===== src/cvfa_div6.sv =====
`timescale 1ns / 1ps

// Unsigned divide by six: halve, then divide by three through multiplication by the
// inverse of three modulo 2^NW, built from one shift-and-add pass a cycle. The top two
// bits of the product tell the remainder mod three, and one subtract removes it.
module cvfa_div6 #(
	parameter int WIDTH = 53
) (
	input  logic             clk,
	input  logic             arst_n,
	input  logic             start,
	input  logic [WIDTH-1:0] dividend,
	output logic             done,
	output logic [WIDTH-1:0] quotient
);
	// Even working width, at least two bits above the halved dividend for the remainder tag
	localparam int NW    = 2 * ((WIDTH + 2) / 2);
	localparam int NPASS = $clog2(NW) - 1;
	localparam int CW    = $clog2(NPASS + 1);
	// Inverse of three and twice it, modulo 2^NW
	localparam logic [NW-1:0] INV3   = {(NW/2){2'b10}} + NW'(1);
	localparam logic [NW-1:0] INV3X2 = {(NW/2){2'b01}} + NW'(1);
	// Remainder tags in the top two bits of the product
	localparam logic [1:0] TAG_REM1 = 2'b10;
	localparam logic [1:0] TAG_REM2 = 2'b01;

	logic [NW-1:0] v_q;
	logic [NW-1:0] step_w;
	logic [NW-1:0] corr;
	logic [NW-1:0] quot_w;
	logic [CW-1:0] cnt_q;
	logic          run_q;
	logic          done_q;

	// One pass: v + (v << 2^(pass+1))
	assign step_w = v_q + (v_q << (32'd2 << cnt_q));

	// Remove the remainder picked out by the tag
	always_comb begin
		case (v_q[NW-1:NW-2])
			TAG_REM1: corr = INV3;
			TAG_REM2: corr = INV3X2;
			default:  corr = '0;
		endcase
	end
	assign quot_w = v_q - corr;

	// Control: NPASS passes, then a negate
	always_ff @(posedge clk or negedge arst_n) begin
		if (!arst_n) begin
			run_q  <= 1'b0;
			done_q <= 1'b0;
			cnt_q  <= '0;
		end else begin
			done_q <= 1'b0;
			if (start) begin
				run_q <= 1'b1;
				cnt_q <= '0;
			end else if (run_q) begin
				cnt_q <= CW'(cnt_q + 1'b1);
				if (cnt_q == CW'(NPASS)) begin
					run_q  <= 1'b0;
					done_q <= 1'b1;
				end
			end
		end
	end

	// Datapath
	always_ff @(posedge clk) begin
		if (start) begin
			v_q <= NW'(dividend[WIDTH-1:1]);
		end else if (run_q) begin
			v_q <= (cnt_q == CW'(NPASS)) ? -v_q : step_w;
		end
	end

	assign done     = done_q;
	assign quotient = quot_w[WIDTH-1:0];

endmodule


===== config.mk =====
export PLATFORM = sky130hd
export DESIGN_NAME = cvfa_div6
export DESIGN_NICKNAME = d
export VERILOG_FILES = /design/src/cvfa_div6.sv
export SDC_FILE = /design/constraint.sdc
export NUM_CORES = 1
export LEC_CHECK = 0
export ABC_CLOCK_PERIOD_IN_PS = 11800
export BUFFER_PORTS_ARGS = -buffer_cell sky130_fd_sc_hd__buf_2
export CELL_PAD_IN_SITES_DETAIL_PLACEMENT = 1
export CELL_PAD_IN_SITES_GLOBAL_PLACEMENT = 1
export CORE_AREA = 2 2 179 181
export CTS_BUF_LIST = sky130_fd_sc_hd__clkbuf_16
export CTS_CLUSTER_SIZE = 10
export DETAILED_ROUTE_END_ITERATION = 7
export DIE_AREA = 0 0 181 183
export PLACE_DENSITY_LB_ADDON = 0.1
export SLEW_MARGIN = 20
export SYNTH_ARGS = -nofsm -noshare
export SYNTH_HDL_FRONTEND = slang
export SYNTH_SLANG_ARGS = --single-unit
export TNS_END_PERCENT = 100

===== constraint.sdc =====
create_clock -name clk -period 11.8 [get_ports clk]
set_input_delay 1.18 -clock clk [delete_from_list [all_inputs] [get_ports clk]]
set_output_delay 1.18 -clock clk [all_outputs]
set_load 0.03 [all_outputs]

==> impl_metrics.tcl <==
set metrics [dict create \
    gr-usage-met2_pct 47.9 \
    grt_pass1_vias 13600 \
    synth.top_cells.by_area "edfxtp_1 (13%), ha_1 (12%), a21oi_1 (8.3%), xnor2_1 (5.7%), nand2_1 (5.5%)" \
    top_usage_layer "met2" \
    maxCapViolCount 0 \
    synth_area_sq_um 12400 \
    cts_tree "yes" \
    finalSetupViolations 0 \
    report.final.slew_viol_count 0 \
    port-buffer-count 108 \
    wirelength_um 48700 \
    clock_latency_ps 360 \
    seqCellArea_sq_um 1730 \
    cts_root_buffer "clkbuf_16" \
    cts_setup_buffers 0 \
    drive_gt1_share_pct 11.0 \
    wire_per_inst_um 22.7 \
    r2r-start "cnt_q[2]" \
    yosysUniqueCellTypes 73 \
    initial_core_util_pct 39.6 \
    max_stage_delay_ps 680 \
    clkTransAtPathRegs_ps 50 \
    area_growth_pct 7.90 \
    die_area_sq_um 33100 \
    seq_area_frac_synth_pct 14.0 \
    cp_top_family "compound AO/OA/AOI/OAI gates" \
    worst_path_most_repeated_cell "a21oi_1" \
    critPathKind "flip-flop to flip-flop" \
    critPathLaunch "cnt_q[2]" \
    diodes 0 \
    gp_congestion 0.953 \
    core_area_sq_um 31200 \
    die_x_um 181 \
    worstPathMaxFanout 25 \
    multi_input_area_sq_um 10000 \
    synthArstFlopShare_pct 8.47 \
    timing.final.crit_share_pct 57.9 \
    yosysTopAreaCellShare_pct 12.6 \
    postRouteAntennaNets 0 \
    grt_max_degree 68 \
    antenna_found_initial 1 \
    rsz0062_at_grt "no" \
    worst-path-buf-inv 1 \
    num-nets-final 1918 \
    dp_hpwl_um 37000 \
    min_path_type "flip-flop to flip-flop" \
    viasPerCell 6.28 \
    grt_pass1_wl_um 76500 \
    fill_cells 4047 \
    arrival_ps 6900 \
    relSlewSlack_pct 36.9 \
    clock-sinks 59 \
    cts_hold_buf 0 \
    vias 13500 \
    dr.pass1.iters 5 \
    critPathRequiredTime_ps 11880 \
    cts_max_level 3 \
    tightest_slew_ps 946 \
    groute.layer.met3.usage_pct 3.51 \
    fin_crit_ps 6830 \
    die_y_um 183 \
    ios 110 \
    cts_buffers 9 \
    cts-resized-gates 0 \
    hold_viol 0 \
    fin_tns_setup_ps 0 \
    synth_nets 1903 \
    rows 65 \
    drc_errors 0 \
    syn-instance-count 1730 \
    avgSynthCellArea_sq_um 7.15 \
    synth_top_flop_cell "edfxtp_1" \
    synth_edf_count 52 \
    fmax_ghz 0.146 \
    run_status "finished clean" \
    clk_path_buf_depth 2 \
    holdCritStartpoint "cnt_q[1]" \
    fin_hold_ws_ps 609 \
    overflow 0 \
    crit_chain "ha_1 -> a21oi_2 -> buf_4 -> nand2_1 -> a21oi_1 -> a21oi_1 -> mux2i_1 -> nor2b_1 -> ha_1 -> a21oi_1 -> o21ai_0 -> a21oi_1 -> nor3_1 -> nor3_1 -> a21oi_1 -> a41oi_1 -> o41ai_1 -> or2_2 -> xnor2_1 -> a21oi_1" \
    ys.warnings.count 0 \
    cp-start-kind "flip-flop" \
    drtIter0Drc 766 \
    slowest_stage "dfrtp_1" \
    skew_ps 14.6 \
    critical_path.endpoint_type "flip-flop" \
    yosys_register_bits 59 \
    met1_usage_pct 39.8 \
    yosysTopAreaCell "edfxtp_1" \
    track_usage_pct 29.2 \
]
==> per-stage QoR <==
step / worst slack [ps] / util (%) / cells / cell area [sq um]
2_1_floorplan: 5730 / - / 1730 / 12400
3_5_place_dp: 5120 / 41.9 / 2136 / 13100
5_1_grt: 4490 / 42.8 / 2151 / 13400
4_1_cts: 5080 / 42.7 / 2151 / 13300
6_report: 4970 / 42.8 / 2151 / 13400
3_3_place_gp: 5210 / 41.9 / 2136 / 13100
==> cell usage in the layout (no fill, tap or decap), types with 8 or more instances in the layout <==
cell type / netlist / layout
clkbuf_16: 0 / 9
nand2b_1: 16 / 16
mux2i_1: 16 / 16
nor3_1: 53 / 53
nor2b_1: 20 / 17
o22ai_1: 11 / 11
and2_1: 9 / 9
nor2_1: 170 / 169
a21o_1: 66 / 66
ha_1: 115 / 115
nand2_1: 181 / 180
o21a_1: 21 / 21
o31ai_1: 11 / 11
or2_2: 8 / 8
mux4_2: 24 / 24
a211oi_1: 40 / 40
and3_1: 19 / 19
buf_4: 0 / 14
o21bai_1: 19 / 19
o21ai_0: 118 / 118
or3_1: 20 / 20
a22oi_1: 11 / 11
xnor2_1: 81 / 81
a21oi_1: 205 / 204
nand4_1: 19 / 19
a221oi_1: 8 / 8
xor2_1: 51 / 51
a31oi_1: 19 / 19
buf_2: 5 / 108
o211ai_1: 12 / 12
inv_1: 56 / 58
nand3_1: 56 / 56
edfxtp_1: 52 / 52
==> final cells by class <==
type	count	share of cell area, %
tap	402	3.77
timing repair buffer	122	4.84
sequential	59	12.9
clock buffer	9	1.69
clock inverter	6	0.197
multi-input combinational	1496	75.0
inverter	57	1.60
==> final timing paths <==
| kind | endpoint | slack (ps) | depth (start not counted) |
|---|---|---|---|
| min reg2reg | cnt_q[1] | 610 | 2 |
| max in group asynchronous | run_q | 11020 | 1 |
| min | cnt_q[1] | 610 | 2 |
| max reg2reg | v_q[49] | 4970 | 20 |
| max | v_q[49] | 4970 | 20 |
| min in group asynchronous | done | 630 | 1 |
==> layer usage <==
metal,wire length [um],vias to the layer above
li1,-,6411
met1,22300,6606
met2,22200,410
met3,2810,76
met4,1450,0
met5,0,-
==> cell families (layout without fill, tap and decap cells) <==
family	Yosys count	after routing	share of synthesized area, %
buf+inv	175	194	5.36
fa+ha+maj	117	117	12.0
flops	59	59	14.0
xor+xnor	132	132	9.34
compound gates	600	600	30.4
mux	48	48	6.51
simple gates	599	599	22.4
==> cell usage after synthesis (all sizes together) (22+ instances only) <==
| master | instances |
|---|---|
| clkbuf | 100 |
| nand2 | 181 |
| nor2 | 170 |
| or3 | 22 |
| a211oi | 40 |
| nand3 | 56 |
| edfxtp | 52 |
| xor2 | 51 |
| o21ai | 120 |
| a21o | 66 |
| nor3 | 53 |
| xnor2 | 81 |
| ha | 115 |
| a21oi | 205 |
| mux4 | 25 |
| inv | 57 |
==> sequential cells by signal, summed over array words and instances, names as in the netlist <==
name	count
run_q	1
v_q	54
done	1
cnt_q	3
==> worst min-delay path, cell delays in order, from the launching register on <==
cell and delay [ps]:
dfrtp_1 390, mux2i_1 90, nor2_1 90
Power is not shown: default switching activity piles up to over one toggle a cycle in this logic, so the estimate is an artifact.
